File: config.mk
export PLATFORM = sky130hd
export DESIGN_NAME = cpc_ram
export DESIGN_NICKNAME = d
export VERILOG_FILES = /design/src/cpc_ram.sv
export SDC_FILE = /design/constraint.sdc
export NUM_CORES = 1
export LEC_CHECK = 0
export BUFFER_PORTS_ARGS = -buffer_cell sky130_fd_sc_hd__buf_2
export CORE_UTILIZATION = 25
export CTS_BUF_LIST = sky130_fd_sc_hd__clkbuf_2
export CTS_CLUSTER_DIAMETER = 50
export DETAILED_ROUTE_END_ITERATION = 10
export GPL_TIMING_DRIVEN = 1
export MAX_ROUTING_LAYER = met4
export SLEW_MARGIN = 40
export SYNTH_ARGS = -nofsm -noshare
export SYNTH_HDL_FRONTEND = slang
export SYNTH_SLANG_ARGS = --single-unit
File: constraint.sdc
create_clock -name clk -period 2.7 [get_ports clk]
set_clock_uncertainty 0.05 [all_clocks]
set_input_delay 0.27 -clock clk [delete_from_list [all_inputs] [get_ports clk]]
set_output_delay 0.27 -clock clk [all_outputs]
set_load 0.01 [all_outputs]
File: src/cpc_ram.sv
// Generic single-port-write, single-port-read RAM with registered read data.
module cpc_ram #(
  parameter int WIDTH = 8,
  parameter int DEPTH = 16
) (
  input  logic                                   clk,
  input  logic                                   wr_en,
  input  logic [(DEPTH > 1 ? $clog2(DEPTH) : 1)-1:0] wr_addr,
  input  logic [WIDTH-1:0]                       wr_data,
  input  logic [(DEPTH > 1 ? $clog2(DEPTH) : 1)-1:0] rd_addr,
  output logic [WIDTH-1:0]                       rd_data
);

  logic [WIDTH-1:0] mem [DEPTH];

  // write port and registered read port
  always_ff @(posedge clk) begin
    if (wr_en) begin
      mem[wr_addr] <= wr_data;
    end
    rd_data <= mem[rd_addr];
  end

endmodule

# Yosys cells after proc, flatten, opt, wreduce, memory -nomap -nowiden
# Memory sizes are Yosys's and may differ from the RTL's. A register that Yosys moved wholly into a read port is not among the register bits.
# Index checks and enable logic that the tools add are counted.
op_classes:
  mux: 2
ops:
  columns: ["op", "count"]
  rows:
  - ["1-bit two-way mux", 2]
totals:
  regBits: 0
  ramBits: 128
  in_bits: 18
  out_inout_bits: 8
  wordCells: 3
  mem_count: 1
mem_list:
  columns: ["name", "words", "width", "read_ports", "rd_ports_with_merged_regs", "wr", "line_no", "source"]
  rows:
  - ["mem", 16, 8, 1, 1, 1, "14", "logic [WIDTH-1:0] mem [DEPTH];"]

# Longest topological paths before layout
logic_depth:
  word_depth: 2
  mapped_depth: 5
  depth_no_buf: 3

# Worst setup path before layout
# OpenSTA, ideal clock, no wires.
synth_path:
  kind: "input-to-reg"
  start: "input wr_addr[2] in the netlist's numbering"
  end: "memory mem[0][0], enable pin"
  setup_ns: 0.383
  t_arrival_ns: 1.380
  t_required_ns: 2.267
  slack_ns: 0.887
  path_stages: 2
  n_path_buf: 0
  path_cell_list: "or3b_2 nor3_1"
synth_rtl:
  columns: ["element", "line_no", "source"]
  rows:
  - ["start, declared", "8", "input logic [(DEPTH > 1 ? $clog2(DEPTH) : 1)-1:0] wr_addr,"]
  - ["end, declared", "14", null]
# Straight into the memory's write port.

# Worst setup path after layout
layout_path:
  start: "register rd_data[0] (read register of mem)"
  end: "output rd_data[0]"
layout_rtl:
  columns: ["element", "line_no", "source"]
  rows:
  - ["start, declared", "11", "output logic [WIDTH-1:0] rd_data"]
# No word-level cell between the ends.

==> parameters.txt <==
Parameter                              Value

Synth
  Syn avg cell area ... 22.5 um^2
  Cell with the most instances after synthesis ... sky130_fd_sc_hd__edfxtp_1
  Cell count after synthesis ... between 200 and 250
  Register bit count reported by yosys ... 136
  Yosys top cell by area ... sky130_fd_sc_hd__edfxtp_1
  Sequential cell area fraction in the yosys report ... 77.8%
  Area fraction of the dominant cell type after synthesis ... 74.7%
  Cell types with the highest counts after synthesis ... 128 x sky130_fd_sc_hd__edfxtp_1, 18 x sky130_fd_sc_hd__mux4_2, 16 x sky130_fd_sc_hd__a22oi_1, 14 x sky130_fd_sc_hd__mux4_1, 13 x sky130_fd_sc_hd__nor2_1
  Top FF cell, synth ... sky130_fd_sc_hd__edfxtp_1
  Area of the mapped netlist ... a little over 0.005 mm^2
  Cell variety after synth ... 19
  Synth top area cells ... sky130_fd_sc_hd__edfxtp_1 75%, sky130_fd_sc_hd__mux4_2 7.9%, sky130_fd_sc_hd__mux4_1 7.1%, sky130_fd_sc_hd__dfxtp_1 3.1%, sky130_fd_sc_hd__a22oi_1 2.3%
  Number of enable-type register cells in the synthesized netlist ... approximately 130
  Asr flop ratio synth ... 0%
  Warning count from the yosys run ... 0
  Total nets after synthesis ... 247

Detailed routing
  Routed length on met1 ... between 4000 and 5000 um
  Via density per instance ... 4.32
  DRT antenna net count ... 0
  Detailed router's first-iteration violation count ... 200
  Detailed Routing Iterations Pass 1 ... 4
  Top Layer Used ... met4
  Routed wire length ... 10500 um
  Met2 Wirelength ... between 4000 and 5000 um
  Wire length per cell ... about 18 um
  Total number of vias ... approximately 2500
  Total met3 wirelength after detailed routing ... slightly above 700 um
  DRC Markers ... 0

Worst setup path
  Critical Path Start Type ... flip-flop
  Longest individual stage delay on the worst path ... about 0.44 ns
  Kind of cell with the highest combined delay on the critical path ... flip-flops
  Required time at the endpoint of the critical path ... between 2 and 2.5 ns
  Cells along the critical path ... buf_2
  Critical path class ... flip-flop to output port
  Worst-path fanout max ... 1
  Data arrival time of the worst path ... between 1 and 1.5 ns
  Setup crit end kind ... output port
  Slowest CP cell ... sky130_fd_sc_hd__dfxtp_1
  Critical path buffer and inverter count ... 1

Die
  Effective utilization at floorplan ... about a quarter
  Die Y ... ~150 um
  Top-level port count ... 26
  Die Footprint ... 0.0212 mm^2
  Placeable core area ... between 0.02 and 0.025 mm^2
  Standard-cell rows ... 52
  Die span in x ... 145 um

CTS
  CTS Buf Count ... 17
  H-Tree Level Count ... 4
  Clock latency reported for the late side of the worst-skew pair ... around 0.67 ns
  Resize count post-CTS ... 0
  Clock transition at the registers of the reported paths ... around 0.19 ns
  Number of sinks driven by the clock tree ... around 140
  CTS tree ... done
  Quantity of hold-fixing buffers added after cts ... 8
  Number of setup buffers added after CTS ... 0
  Max Buffers Root-to-Sink ... 2
  Clock root buffer ... sky130_fd_sc_hd__clkbuf_2

STA
  Hold_ws ... between 0.1 and 0.15 ns
  Hold violation count in the final report ... 0
  Final slew viol count ... 0
  Slew at the pin closest to its max-slew limit ... around 0.76 ns
  Unrepaired setup endpoints after global routing ... no
  Worst-case headroom to the max-slew limit ... approximately half
  Post-route setup TNS ... 0 ns
  Portion of the clock cycle consumed by the worst path in the final layout ... 59.1%
  Final setup violation count ... 0
  Final worst setup slack ... 1.10 ns
  Maximum clock frequency ... 626 MHz
  Shortest period the worst path allows ... 1.60 ns

Placed design
  Global placer's final weighted congestion ... about 0.72
  Worst slack, placed ... roughly 0.63 ns
  DP HPWL ... around 6800 um
  Port buffer count ... 25
  Number of placed instances with taps included ... around 530

Pwr
  Reg power frac ... 62.6%
  IR Drop Worst-Case VDD ... around 0.38 mV
  Fraction of power spent switching nets ... a little over a fifth
  Total power divided by cell area ... ~640 mW/mm^2
  P_sw ... approximately 0.83 mW
  Proportion of power drawn by the clock network ... 31.3%
  Pint ... roughly 3.0 mW
  Combinational share of power ... between 6 and 7%
  Total power ... roughly 3.8 mW
  Total leakage power ... 1.96 nW

Finish
  Net total in the final layout ... slightly above 300
  Area Growth Syn to Fin ... 16.0%
  Share of cells above drive strength 1 ... 29.8%
  Non-Filler Instances ... 570

Global routing
  Largest net degree at the start of global routing ... 33
  Global route overflow ... 0
  Global-route wire length before repair ... roughly 16000 um
  All-layer global routing usage ... a little over a tenth
  Vias in the first global route ... roughly 2500
  Initial antenna violation count ... 0

Status
  Outcome ... finished clean

Worst hold path
  Worst min-delay path class ... primary input to flip-flop

Run
  Max-cap violation count ... 0
## area by class of cell
type                       instances  area (um^2)
clock inverter                    12          133
fill                            1973        14300
multi-input combinational         83         1060
sequential                       136         4000
antenna                            1         2.50
timing repair buffer              48          330
tap                              270          338
clock buffer                      20          100
## routing by layer
metal  track usage, %  vias to the layer above
li1                 -                     1091
met1             15.2                     1272
met2             15.3                       95
met3             3.42                        2
met4             3.16                        0
met5                -                        -
## flip-flops by register name (all words and copies together) (netlist names)
register	flops
mem	128
rd_data	8
## final timing paths
| path | from | endpoint | slack (ns) | cells after the start |
|---|---|---|---|---|
| setup reg to reg | mem[2][1] | rd_data[1] | 1.22 | 3 |
| setup / recovery | rd_data[0] | rd_data[0] | 1.10 | 1 |
| hold reg to reg | mem[12][7] | rd_data[7] | 0.65 | 3 |
| hold / removal | rd_addr[3] | rd_data[0] | 0.11 | 4 |
## kinds of logic after synthesis
| group | count (synthesis) | synth area share [%] |
|---|---|---|
| flip-flops | 136 | 77.8 |
| AND/OR/NAND/NOR | 35 | 3.18 |
| multiplexers | 32 | 15.0 |
| AO/OA/AOI/OAI | 16 | 2.33 |
| buffers and inverters | 10 | 1.68 |
## placed cells by master, fill, tap and decap left out, drive strengths merged
cell,instances
a22oi,16
and2,1
and2b,1
buf,40
bufinv,3
clkbuf,20
clkinv,9
dfxtp,8
diode,1
dlygate4sd3,8
edfxtp,128
mux4,32
nand2,9
nand2b,2
nand3,1
nand3b,2
nor2,13
nor2b,1
nor3,4
or3b,1
## through the flow
step	util [%]	instance area [um^2]
6_report	29.5	5970
5_1_grt	29.5	5970
4_1_cts	29.5	5960
3_5_place_dp	27.9	5650
3_3_place_gp	27.9	5650
2_1_floorplan	-	5150
## power groups by stage
stage	Clock, mW	Sequential [mW]	Combinational, mW
2_1_floorplan	0	2.42	0.120
3_3_place_gp	0	2.42	0.218
3_5_place_dp	0	2.42	0.225
4_1_cts	1.22	2.38	0.235
5_1_grt	1.31	2.38	0.252
6_report	1.19	2.37	0.231
Note: power is estimated with default switching activity, not from simulation.
