===== src/cpc_pkg.sv =====
// Shared types and constants for the capsule pair collision unit.
package cpc_pkg;

  localparam int SLOT_W  = 4;
  localparam int POS_W   = 32;
  localparam int DIR_W   = 16;
  localparam int LEN_W   = 31;
  localparam int DEPTH_W = 63;
  // divider: numerator magnitude (dot product times 2^14) and squared cross product
  localparam int NUM_W   = 96;
  localparam int DEN_W   = 64;

  // operation codes
  localparam logic OP_STORE = 1'b0;
  localparam logic OP_TEST  = 1'b1;

  typedef logic        [SLOT_W-1:0]  slot_t;
  typedef logic signed [POS_W-1:0]   pos_t;
  typedef logic signed [DIR_W-1:0]   dir_t;
  typedef logic        [LEN_W-1:0]   len_t;
  typedef logic        [DEPTH_W-1:0] depth_t;

  // one table entry
  typedef struct packed {
    pos_t px;
    pos_t py;
    pos_t pz;
    dir_t vx;
    dir_t vy;
    dir_t vz;
    len_t reach;
    len_t radius;
  } capsule_t;

endpackage


===== src/cpc_div.sv =====
// Bit-serial restoring divider for the closest-approach quotients.
module cpc_div (
  input  logic                        clk,
  input  logic                        rst_n,
  input  logic                        start,
  input  logic [cpc_pkg::NUM_W-1:0]   num,
  input  logic [cpc_pkg::DEN_W-1:0]   den,
  output logic                        done,
  output logic [cpc_pkg::NUM_W-1:0]   quot
);

  localparam int CNT_W = $clog2(cpc_pkg::NUM_W + 1);

  logic                        busy_r;
  logic                        done_r;
  logic [CNT_W-1:0]            cnt_r;
  logic [cpc_pkg::DEN_W-1:0]   den_r;
  logic [cpc_pkg::DEN_W-1:0]   rem_r;
  logic [cpc_pkg::NUM_W-1:0]   q_r;
  logic [cpc_pkg::DEN_W:0]     rem_sh;
  logic                        q_bit;

  // shift in the next numerator bit, subtract when it fits
  always_comb begin
    rem_sh = {rem_r, q_r[cpc_pkg::NUM_W-1]};
    q_bit  = (rem_sh >= {1'b0, den_r});
  end

  always_ff @(posedge clk) begin
    if (!rst_n) begin
      busy_r <= 1'b0;
      done_r <= 1'b0;
      cnt_r  <= '0;
    end else begin
      done_r <= 1'b0;
      if (start) begin
        busy_r <= 1'b1;
        cnt_r  <= CNT_W'(cpc_pkg::NUM_W);
        den_r  <= den;
        rem_r  <= '0;
        q_r    <= num;
      end else if (busy_r) begin
        rem_r <= q_bit ? cpc_pkg::DEN_W'(rem_sh - {1'b0, den_r})
                       : rem_sh[cpc_pkg::DEN_W-1:0];
        q_r   <= {q_r[cpc_pkg::NUM_W-2:0], q_bit};
        cnt_r <= cnt_r - CNT_W'(1);
        if (cnt_r == CNT_W'(1)) begin
          busy_r <= 1'b0;
          done_r <= 1'b1;
        end
      end
    end
  end

  assign done = done_r;
  assign quot = q_r;

endmodule


===== config.mk =====
export PLATFORM = sky130hd
export DESIGN_NAME = cpc_div
export DESIGN_NICKNAME = d
export VERILOG_FILES = /design/src/cpc_pkg.sv /design/src/cpc_div.sv
export SDC_FILE = /design/constraint.sdc
export NUM_CORES = 1
export LEC_CHECK = 0
export BUFFER_PORTS_ARGS = -buffer_cell sky130_fd_sc_hd__buf_4
export CAP_MARGIN = 10
export CORE_AREA = 2 2 240 147
export DETAILED_ROUTE_END_ITERATION = 8
export DIE_AREA = 0 0 242 149
export PLACE_DENSITY_LB_ADDON = 0.1
export SLEW_MARGIN = 20
export SYNTH_ARGS = -nofsm -noshare
export SYNTH_HDL_FRONTEND = slang
export SYNTH_SLANG_ARGS = --single-unit

===== constraint.sdc =====
create_clock -name clk -period 5.6 [get_ports clk]
set_input_delay 1.12 -clock clk [delete_from_list [all_inputs] [get_ports clk]]
set_output_delay 1.12 -clock clk [all_outputs]
set_load 0.02 [all_outputs]

Word-level counts from Yosys, hierarchy flattened
Index checks and enable logic that the tools add are counted.
W data, S select, Z words.
{"block": "classes", "add_sub_neg": 2, "order_cmp": 1, "n_eq_ne": 1, "n_mux": 10, "bitwise_logic": 2, "n_reduce_logical": 5}
{"operator": "$mux W96", "count": 2}
{"operator": "$mux W64", "count": 2}
{"operator": "$ge A65 B64 Y1", "count": 1}
{"operator": "$sub A64 B64 Y64", "count": 1}
{"operator": "$mux W7", "count": 2}
{"operator": "$eq A7 B1 Y1 const B", "count": 1}
{"operator": "$sub A7 B1 Y7 const B", "count": 1}
{"operator": "$mux W1", "count": 4}
{"operator": "$reduce_and A2 Y1", "count": 2}
{"operator": "$reduce_or A3 Y1", "count": 1}
{"operator": "$not A1 Y1", "count": 2}
{"operator": "$reduce_bool A2 Y1", "count": 1}
{"operator": "$reduce_or A2 Y1", "count": 1}
{"block": "word_totals", "regBits": 233, "inputBits": 163, "out_inout_bits": 97, "wordCells": 28}

Logic depth before layout (Yosys ltp)
Gate-level depths: netlist (run 1).
{"block": "logic_depth", "word_depth": 4, "mapped_depth": 15, "ltp_nobuf": 12}

Least setup slack after synthesis (run 1)
No wires, ideal clock.
{"block": "synth_path", "kind": "input to register", "startpoint": "input port start", "endpoint": "register q_r (netlist bit quot[0]), enable pin", "setup_time_ns": 0.534, "arrival_time_ns": 5.062, "required_ns": 5.066, "path_slack_ns": 0.004, "path_stages": 2, "path_buffers": 1, "path_cell_list": "clkbuf_1 o21a_1"}
{"block": "synth_between", "elab_chain_cells": 2}
{"element": "start: declaration", "line": "cpc_div.sv:5", "source": "input logic start,"}
{"element": "$reduce_bool A2 Y1 (no source line)"}
{"element": "$reduce_and A2 Y1 (no source line)"}
{"element": "end signal: assignment", "line": "cpc_div.sv:41", "source": "q_r <= num;"}
{"element": "end signal: assignment", "line": "cpc_div.sv:45", "source": "q_r <= {q_r[cpc_pkg::NUM_W-2:0], q_bit};"}
{"element": "end: declaration", "line": "cpc_div.sv:19", "source": "logic [cpc_pkg::NUM_W-1:0] q_r;"}
No other way between the ends.
A chain may end at the register's enable or synchronous reset.

Final worst setup path (run 1)
{"block": "layout_path", "startpoint": "register rem_r[22] (netlist name)", "endpoint": "register rem_r[26] (netlist name), data pin"}
{"block": "layout_between", "elab_chain_cells": 3, "elab_cells_between_ends": 4, "cone_classes": "1 x add/sub; 1 x order compare; 2 x mux"}
{"element": "start: declaration", "line": "cpc_div.sv:18", "source": "logic [cpc_pkg::DEN_W-1:0] rem_r;"}
{"element": "start signal: assignment", "line": "cpc_div.sv:43", "source": "rem_r <= q_bit ? cpc_pkg::DEN_W'(rem_sh - {1'b0, den_r})"}
{"element": "$sub A64 B64 Y64 / $ge A65 B64 Y1 (equally long branches)", "line": "cpc_div.sv:43, cpc_div.sv:26"}
{"element": "$mux W64 *", "line": "cpc_div.sv:43"}
{"element": "$mux W64 *", "line": "cpc_div.sv:42", "source": "end else if (busy_r) begin"}
Every way passes the cells marked *; elsewhere a longest branch is shown, timed or not. The select of a mux whose other input is x is not followed.

==> results of run 1 <==
==> power groups by stage <==
stage	sequential [W]	clock (W)	combinational, W
6_report	0.00216	0.00151	0.00145
5_1_grt	0.00218	0.00162	0.00159
4_1_cts	0.00216	0.00155	0.00144
3_5_place_dp	0.00220	0	0.00143
3_3_place_gp	0.00220	0	0.00143
2_1_floorplan	0.00225	0	0.000931
==> cell families after synthesis <==
family	count (synthesis)	share of synthesized area
mux	98	0.08046
compound gates	357	0.1618
flops	233	0.5036
buf+inv	152	0.04662
xor+xnor	59	0.03768
simple gates	302	0.1082
fa+ha+maj	67	0.06167
==> routing by layer <==
| metal | vias up | routed length (um) |
|---|---|---|
| li1 | 5215 | - |
| met1 | 5285 | 20510 |
| met3 | 38 | 2797 |
| met5 | - | 0 |
| met2 | 373 | 15520 |
| met4 | 0 | 631 |
==> registers in the layout, summed over array words and instances, names as in the netlist <==
register	count
rem_r	64
cnt_r	7
done	1
busy_r	1
quot	96
den_r	64
==> cell type report <==
class	instances	area share
Sequential cell	233	0.4125
Multi-Input combinational cell	883	0.3701
Timing Repair Buffer	270	0.1220
Clock buffer	28	0.03804
Tap cell	467	0.03490
Inverter	82	0.01838
Clock inverter	15	0.004036
==> how the worst max path moves through the flow <==
| stage | startpoint | slack [ns] | to | cells past startpoint |
|---|---|---|---|---|
| after CTS | rem_r[21] | 1.65 | rem_r[14] | 10 |
| final | rem_r[22] | 1.55 | rem_r[26] | 10 |
| after global placement | rem_r[21] | 1.70 | rem_r[60] | 10 |
| after detailed placement | rem_r[21] | 1.67 | rem_r[14] | 10 |
| after floorplan | start | 0.004 | quot[0] | 2 |
| after global routing | rem_r[21] | 1.34 | rem_r[54] | 10 |
==> cell usage in the layout (no fill, tap or decap), types with 14 or more instances in the layout <==
master / instances
nor3_1: 29
edfxtp_1: 224
xor2_1: 26
a21o_1: 27
xnor2_1: 33
buf_4: 268
nand2_1: 84
o21ai_0: 85
clkbuf_16: 25
nand4_1: 29
a211oi_1: 20
o21bai_1: 14
nand3_1: 55
nor2_1: 53
ha_1: 66
a21oi_1: 126
mux2_2: 98
inv_1: 81
==> metrics by stage <==
| step | total power (W) | worst slack (ns) | hold WS, ns |
|---|---|---|---|
| finish | 0.005126 | 1.552 | 0.4962 |
| global route | 0.005395 | 1.338 | 0.5240 |
| CTS | 0.005151 | 1.649 | 0.4941 |
| detailed placement | 0.003624 | 1.674 | 0.4891 |
| global placement | 0.003625 | 1.697 | 0.4852 |
| floorplan | 0.003177 | 0.003709 | 0.4685 |
==> worst max-delay path, delay by kind of cell (launching register included) <==
kind	cells	cell delay (ns)
buf+inv	1	0.57
compound gates	5	1.26
fa+ha+maj	1	0.49
flops	1	0.42
simple gates	3	1.08
==> impl_metrics.py, run 1 <==
metrics = {
    "status": {
        "outcome": "completed",
    },
    "timing": {
        "slew_headroom": 0.2993,
        "max_slew.worst_pin.slew_ns": 1.051,
        "report.final.slew_viol_count": 0,
        "skew_ns": 0.01956,
        "fin_crit_sh": 0.7228,
        "min_period_ns": 4.048,
        "max_freq_ghz": 0.2471,
        "setup_viol": 0,
        "rsz0062_at_grt": "no",
        "tns_ns": 0,
        "report.final.hold_viol_count": 0,
    },
    "critical_path": {
        "crit_arrival_ns": 4.43,
        "reg2reg_depth": 10,
        "critical_path.max_fanout": 57,
        "worstSetupPathType": "reg2reg",
        "startpoint_type": "flop",
        "crit_chain": "ha_1, nand4_4, or4_1, or3_1, o21a_1, a21o_1, a211oi_4, buf_4, o22ai_1, a21oi_1",
        "critPathSlowestCell": "or4_1",
        "reg2reg_to": "rem_r[26]",
        "endpoint_kind": "flop",
        "max_stage_delay_ns": 0.57,
        "required_ns": 5.98,
        "r2r-start": "rem_r[22]",
        "reg2reg_slack_ns": 1.55,
    },
    "yosys": {
        "ys.flop_type": "edfxtp_1",
        "synth_commonest_cells": "224 x edfxtp_1, 127 x a21oi_1, 98 x mux2_2, 85 x o21ai_0, 84 x nand2_1",
        "synth_seq_cells": 233,
        "yosys-top-cells-area": "edfxtp_1 49%, mux2_2 8.0%, ha_1 6.0%",
        "async_flop_share": 0,
        "yosys.area.top_type": "edfxtp_1",
        "syn_avg_cell_area_um2": 10.82,
        "synth_edf_count": 224,
        "ys_warn_count": 0,
        "yosysMostFrequentCell": "edfxtp_1",
        "synth_top_area_share": 0.4904,
        "syn-num-nets": 1498,
        "post_synth_instance_area_mm2": 0.01372,
        "yosysUniqueCellTypes": 65,
        "syn_inst": 1268,
        "seq_area_frac_synth": 0.5036,
    },
    "final_layout": {
        "layout.cells.non_filler": 1978,
        "diodes": 0,
        "fin_area_mm2": 0.01674,
        "multiInputGateArea_mm2": 0.006196,
        "final_util": 0.4893,
        "syn_to_final_growth_pct": 22.07,
        "fill_cells": 3217,
        "drive_gt1_frac": 0.2773,
        "area.sequential_mm2": 0.006907,
        "nNetsFinal": 1725,
    },
    "clock_network": {
        "insertion_delay_ns": 0.55,
        "cts_tree": "built",
        "cts_resized": 0,
        "clock_path_buffers": 3,
        "cts_buffers": 25,
        "ctsHtreeMaxLevel": 1,
        "cts-root-buf": "clkbuf_16",
        "cts_setup_buffers": 0,
        "hold_buffers": 0,
        "cts.clk_slew.worst_paths_ns": 0.07,
        "clock_sinks": 233,
    },
    "place": {
        "gp_congestion": 0.8940,
        "numPortBuffers": 259,
        "post_dp_cell_area_mm2": 0.01604,
        "dp_cells": 1935,
        "hpwl_um": 28390,
    },
    "grt": {
        "groute.usage.overall": 0.2110,
        "grtUsageMet1": 0.3474,
        "grt_use_met2": 0.2782,
        "grt_use_met3": 0.04317,
        "antenna_found_initial": 0,
        "overflow": 0,
        "grt_max_degree": 162,
        "top_usage_layer": "met1",
        "grt_pass1_wl_um": 60060,
        "first_global_vias": 10049,
    },
    "routing": {
        "viasPerCell": 5.516,
        "drt_wl_total_um": 39460,
        "wl_per_cell_um": 19.95,
        "drt.antenna.violating_nets": 0,
        "drtIter0Drc": 1003,
        "drc_errors": 0,
        "dr.pass1.iters": 5,
        "vias": 10911,
    },
    "worst_hold_path": {
        "hold_start": "cnt_r[1]",
        "whs_path_depth": 2,
        "hp-class": "reg2reg",
        "holdPathEnd": "cnt_r[1]",
    },
    "floorplanning": {
        "die_h_um": 149,
        "fp.coreArea_mm2": 0.03422,
        "fp.dieW_um": 242,
        "start_util": 0.4008,
        "row_count": 53,
        "boundaryPins": 260,
        "dieArea_mm2": 0.03606,
    },
    "power": {
        "internal_power_w": 0.003493,
        "clkPwrFrac": 0.294,
        "p_sw_frac": 0.3185,
        "p_seq_frac": 0.422,
        "p_sw_w": 0.001632,
        "p_per_area_mw_per_mm2": 306.1,
        "comb_power_share": 0.284,
        "peakVddDrop_uv": 174.6,
        "p_leak_nw": 6.609,
    },
    "flow_run": {
        "maxCapViolCount": 0,
    },
}
No activity file was read; power rests on OpenSTA's default activity.
==> run 2: changes to the inputs <==
- clock period: 5.6 -> 3.84 ns (I/O delays scaled with it)
==> run 2 against run 1 <==
- hold slack got worse by 0.099 ns
- critical endpoint is now rem_r[62]
- critical path depth unchanged
- non-clock buffer count grew 16
- maximum frequency grew 8.5%
- largest power group unchanged
- register-to-register slack got worse by 1.4 ns
- sequential share of layout area decreased by 0.67 points
- first-iteration DRC count is 13% higher
- clock skew fell by 0.0023 ns
- cell area grew 1.7%
==> impl_metrics.py, run 2 (synthesized netlist as in run 1, its figures left out) <==
metrics = {
    "timing": {
        "min_period_ns": 3.732,
        "fin_crit_sh": 0.9718,
        "max_slew.worst_pin.slew_ns": 0.9017,
        "report.final.slew_viol_count": 0,
        "whs_ns": 0.3971,
        "max_freq_ghz": 0.2680,
        "timing.final.ws_setup_ns": 0.1082,
        "setup_viol": 0,
        "slew_headroom": 0.3976,
        "report.final.hold_viol_count": 0,
        "skew_ns": 0.01727,
        "tns_ns": 0,
        "rsz0062_at_grt": "no",
    },
    "final_layout": {
        "nNetsFinal": 1741,
        "drive_gt1_frac": 0.2895,
        "diodes": 0,
        "layout_commonest_cell": "buf_4",
        "most-common-layout-cells": "281 x buf_4, 224 x edfxtp_1, 126 x a21oi_1",
        "syn_to_final_growth_pct": 24.09,
        "largest_reg_flops": 96,
    },
    "clock_network": {
        "cts_buffers": 25,
        "cts_tree": "built",
        "cts.clk_slew.worst_paths_ns": 0.07,
        "cts-root-buf": "clkbuf_16",
        "ctsHtreeMaxLevel": 1,
        "insertion_delay_ns": 0.55,
        "clock_sinks": 233,
        "clock_path_buffers": 3,
    },
    "power": {
        "peakVddDrop_uv": 294.7,
        "clkPwrFrac": 0.318,
        "p_seq_frac": 0.404,
        "p_leak_nw": 6.741,
        "p_sw_w": 0.002404,
        "internal_power_w": 0.005402,
        "comb_power_share": 0.278,
        "p_per_area_mw_per_mm2": 458.7,
        "p_sw_frac": 0.3080,
    },
    "grt": {
        "grt_pass1_wl_um": 61520,
        "first_global_vias": 10504,
        "overflow": 0,
        "antenna_found_initial": 0,
        "grt_max_degree": 65,
        "groute.usage.overall": 0.2173,
    },
    "floorplanning": {
        "row_count": 53,
        "fp.dieW_um": 242,
        "die_h_um": 149,
        "start_util": 0.4008,
        "dieArea_mm2": 0.03606,
        "boundaryPins": 260,
        "fp.coreArea_mm2": 0.03422,
    },
    "routing": {
        "drt_wl_total_um": 40190,
        "viasPerCell": 5.494,
        "drtIter0Drc": 1138,
        "drt.antenna.violating_nets": 0,
        "wl_per_cell_um": 20.16,
        "drc_errors": 0,
        "vias": 10955,
        "dr.pass1.iters": 5,
    },
    "place": {
        "gp_congestion": 0.9091,
        "hpwl_um": 29570,
        "pre_cts_slack_ns": 0.1762,
        "numPortBuffers": 259,
    },
    "status": {
        "outcome": "completed",
    },
    "worst_hold_path": {
        "hp-class": "in2reg",
    },
    "critical_path": {
        "critPathTopFamily": "compound AO/OA/AOI/OAI gates",
        "crit_chain": "ha_1, a21oi_1, o21ai_0, nor4_1, o2111ai_1, nand4_1, nand3_1, o22a_1, a311o_1, o32ai_1",
        "crit_arrival_ns": 4.09,
        "startpoint_type": "flop",
        "crit_buf_inv": 0,
        "critPathSlowestCell": "nor4_1",
        "critical_path.max_fanout": 6,
        "endpoint_kind": "flop",
        "worstSetupPathType": "reg2reg",
        "required_ns": 4.20,
        "max_stage_delay_ns": 0.76,
    },
    "flow_run": {
        "maxCapViolCount": 0,
    },
}
## run 2: per-layer routing
layer / up-vias / GRT usage / routed length [um]
li1: 5254 / - / -
met1: 5277 / 0.3528 / 20520
met2: 368 / 0.2901 / 15970
met3: 56 / 0.03994 / 2817
met4: 0 / 0.05340 / 880
met5: - / 0 / 0
## run 2: final timing paths
kind                  start   endpoint  slack, ns  cells past startpoint
setup / recovery  rem_r[32]  rem_r[62]       0.11                     10
hold / removal      den[56]  den_r[56]       0.40                      1
setup reg to reg  rem_r[32]  rem_r[62]       0.11                     10
hold reg to reg    cnt_r[1]   cnt_r[1]       0.50                      2
## run 2: stage by stage
stage          power (W)  area [um^2]  cells    util
2_1_floorplan   0.004625        13720   1268       -
3_5_place_dp    0.005323        16200   1951  0.4733
3_3_place_gp    0.005314        16200   1951  0.4733
5_1_grt         0.008201        17020   1994  0.4974
4_1_cts         0.007844        17000   1994  0.4968
6_report        0.007806        17020   1994  0.4974
## run 2: cell type report
type / count / area [um^2]
Clock buffer: 32 / 651.9
Timing Repair Buffer: 286 / 2201
Clock inverter: 11 / 152.6
Fill cell: 3185 / 17200
Multi-Input combinational cell: 883 / 6216
Inverter: 82 / 307.8
Sequential cell: 233 / 6907
Tap cell: 467 / 584.3
## run 2: power groups by stage
stage | Sequential, W | Clock (W) | Combinational [W]
2_1_floorplan | 0.00327 | 0 | 0.00136
3_3_place_gp | 0.00320 | 0 | 0.00212
3_5_place_dp | 0.00320 | 0 | 0.00212
4_1_cts | 0.00315 | 0.00256 | 0.00213
5_1_grt | 0.00318 | 0.00266 | 0.00237
6_report | 0.00315 | 0.00249 | 0.00217
## run 2: repair_timing
| action | CTS | global route |
|---|---|---|
| setup endpoints to repair | 0 | 16 |
| hold buffers | 0 | 0 |
| gates resized for setup | 0 | 7 |
| setup buffers | 0 | 0 |
==> run 3: changes to the inputs <==
- REMOVE_ABC_BUFFERS: unset -> 1
- SKIP_LAST_GASP: unset -> 1
==> run 3 against run 2 <==
- worst setup slack improved by 0.028 ns
- routed wire length decreased by 2.2%
- sequential cell count stayed put
- sequential share of layout area decreased by 0.060 points
- critical path type unchanged
- largest cell class unchanged
==> impl_metrics.py, run 3 (synthesized netlist as in run 1, its figures left out) <==
metrics = {
    "flow_run": {
        "maxCapViolCount": 0,
    },
    "timing": {
        "report.final.hold_viol_count": 0,
        "report.final.slew_viol_count": 0,
        "max_freq_ghz": 0.2700,
        "slew_headroom": 0.1814,
        "setup_viol": 0,
        "skew_ns": 0.02654,
        "rsz0062_at_grt": "no",
        "min_period_ns": 3.704,
        "fin_crit_sh": 0.9646,
        "max_slew.worst_pin.slew_ns": 1.228,
    },
    "critical_path": {
        "crit_buf_inv": 1,
        "max_stage_delay_ns": 0.56,
        "crit_arrival_ns": 4.10,
        "critPathTopFamily": "compound AO/OA/AOI/OAI gates",
        "crit_chain": "ha_1, nand4_4, or4_1, or3_1, o21a_1, a21o_1, a211o_1, buf_4, a211o_1, a21oi_2",
        "critical_path.max_fanout": 20,
        "startpoint_type": "flop",
        "critPathMostFrequentCell": "a211o_1",
        "endpoint_kind": "flop",
        "required_ns": 4.24,
        "critPathSlowestCell": "or4_1",
        "worstSetupPathType": "reg2reg",
    },
    "power": {
        "p_seq_frac": 0.403,
        "comb_power_share": 0.275,
        "clkPwrFrac": 0.322,
        "peakVddDrop_uv": 374.0,
        "p_sw_frac": 0.3105,
        "p_per_area_mw_per_mm2": 459.7,
        "p_leak_nw": 6.764,
        "p_sw_w": 0.002433,
        "internal_power_w": 0.005402,
    },
    "status": {
        "outcome": "completed",
    },
    "final_layout": {
        "fin_area_mm2": 0.01705,
        "nNetsFinal": 1741,
        "layout_commonest_cell": "buf_4",
        "fill_cells": 3233,
        "final_util": 0.4981,
        "drive_gt1_frac": 0.2908,
        "largest_reg_flops": 96,
        "syn_to_final_growth_pct": 24.27,
        "diodes": 0,
        "most-common-layout-cells": "278 x buf_4, 224 x edfxtp_1, 126 x a21oi_1",
    },
    "routing": {
        "vias": 11059,
        "drtIter0Drc": 1136,
        "viasPerCell": 5.538,
        "drt.antenna.violating_nets": 0,
        "wl_per_cell_um": 19.67,
        "dr.pass1.iters": 5,
        "drc_errors": 0,
        "drt_wl_total_um": 39290,
    },
    "grt": {
        "antenna_found_initial": 0,
        "grt_pass1_wl_um": 60420,
        "first_global_vias": 10322,
        "groute.usage.overall": 0.2109,
        "overflow": 0,
        "grt_max_degree": 82,
    },
    "clock_network": {
        "cts.clk_slew.worst_paths_ns": 0.07,
        "cts-root-buf": "clkbuf_16",
        "clock_path_buffers": 3,
        "clock_sinks": 233,
        "cts_buffers": 25,
        "cts_tree": "built",
        "insertion_delay_ns": 0.55,
        "ctsHtreeMaxLevel": 1,
    },
    "floorplanning": {
        "die_h_um": 149,
        "boundaryPins": 260,
        "start_util": 0.4008,
        "row_count": 53,
        "fp.coreArea_mm2": 0.03422,
        "dieArea_mm2": 0.03606,
        "fp.dieW_um": 242,
    },
    "worst_hold_path": {
        "hp-class": "in2reg",
    },
    "place": {
        "gp_congestion": 0.9522,
        "post_dp_cell_area_mm2": 0.01619,
        "hpwl_um": 28730,
        "numPortBuffers": 259,
    },
}
==> run 3: cell count changes in the layout (fill, tap and decap cells not counted), moves of 2 or more <==
cell	previous run	this run
clkinv_2	2	5
clkbuf_1	7	2
ha_1	63	65
buf_6	1	3
ha_2	3	1
clkinv_4	0	2
buf_4	281	278
==> run 3: power groups by stage <==
stage	clock network, W	logic, W	registers, W
2_1_floorplan	0	0.00131	0.00328
3_3_place_gp	0	0.00211	0.00320
3_5_place_dp	0	0.00210	0.00320
4_1_cts	0.00261	0.00212	0.00315
5_1_grt	0.00271	0.00236	0.00318
6_report	0.00252	0.00216	0.00315
==> run 3: final timing paths <==
path              from   endpoint  slack, ns  depth (start not counted)
max          rem_r[21]  rem_r[55]       0.14                         10
min            den[19]  den_r[19]       0.39                          1
max reg2reg  rem_r[21]  rem_r[55]       0.14                         10
min reg2reg   cnt_r[1]   cnt_r[1]       0.50                          2
==> run 3: final cells by class <==
cell class | instances | area (um^2) | share of cell area
tap | 467 | 584.3 | 0.03428
multi-input combinational | 884 | 6207 | 0.3642
sequential | 233 | 6907 | 0.4052
timing repair buffer | 285 | 2201 | 0.1291
clock buffer | 27 | 633.1 | 0.03714
clock inverter | 19 | 205.2 | 0.01204
inverter | 82 | 307.8 | 0.01806
==> run 3: stage by stage <==
| stage | worst slack [ns] | power, W | hold WS (ns) | instances | setup TNS (ns) |
|---|---|---|---|---|---|
| after detailed placement | 0.2082 | 0.005304 | 0.4893 | 1950 | 0 |
| final | 0.1359 | 0.007835 | 0.3852 | 1997 | 0 |
| after floorplan | -1.157 | 0.004582 | 0.4685 | 1198 | -200.43 |
| after global routing | 0.001676 | 0.008236 | 0.3672 | 1997 | 0 |
| after CTS | 0.1545 | 0.007881 | 0.3521 | 1996 | 0 |
| after global placement | 0.2637 | 0.005310 | 0.4842 | 1950 | 0 |
==> run 3: routing by layer <==
layer	wire length, um	global-route usage	share of wire	vias up
met5	0	0	0	-
met4	560	0.03889	0.014	0
met3	3177	0.04929	0.081	39
met2	14970	0.2739	0.38	416
met1	20580	0.3466	0.52	5346
li1	-	-	-	5258
==> run 3: repair_timing <==
action | 4_1_cts | 5_1_grt
endpoints found under the setup margin | 0 | 18
resized for setup | 0 | 5
buffers inserted | 0 | 0
hold endpoints to repair | 0 | 0
hold buffers | 0 | 0
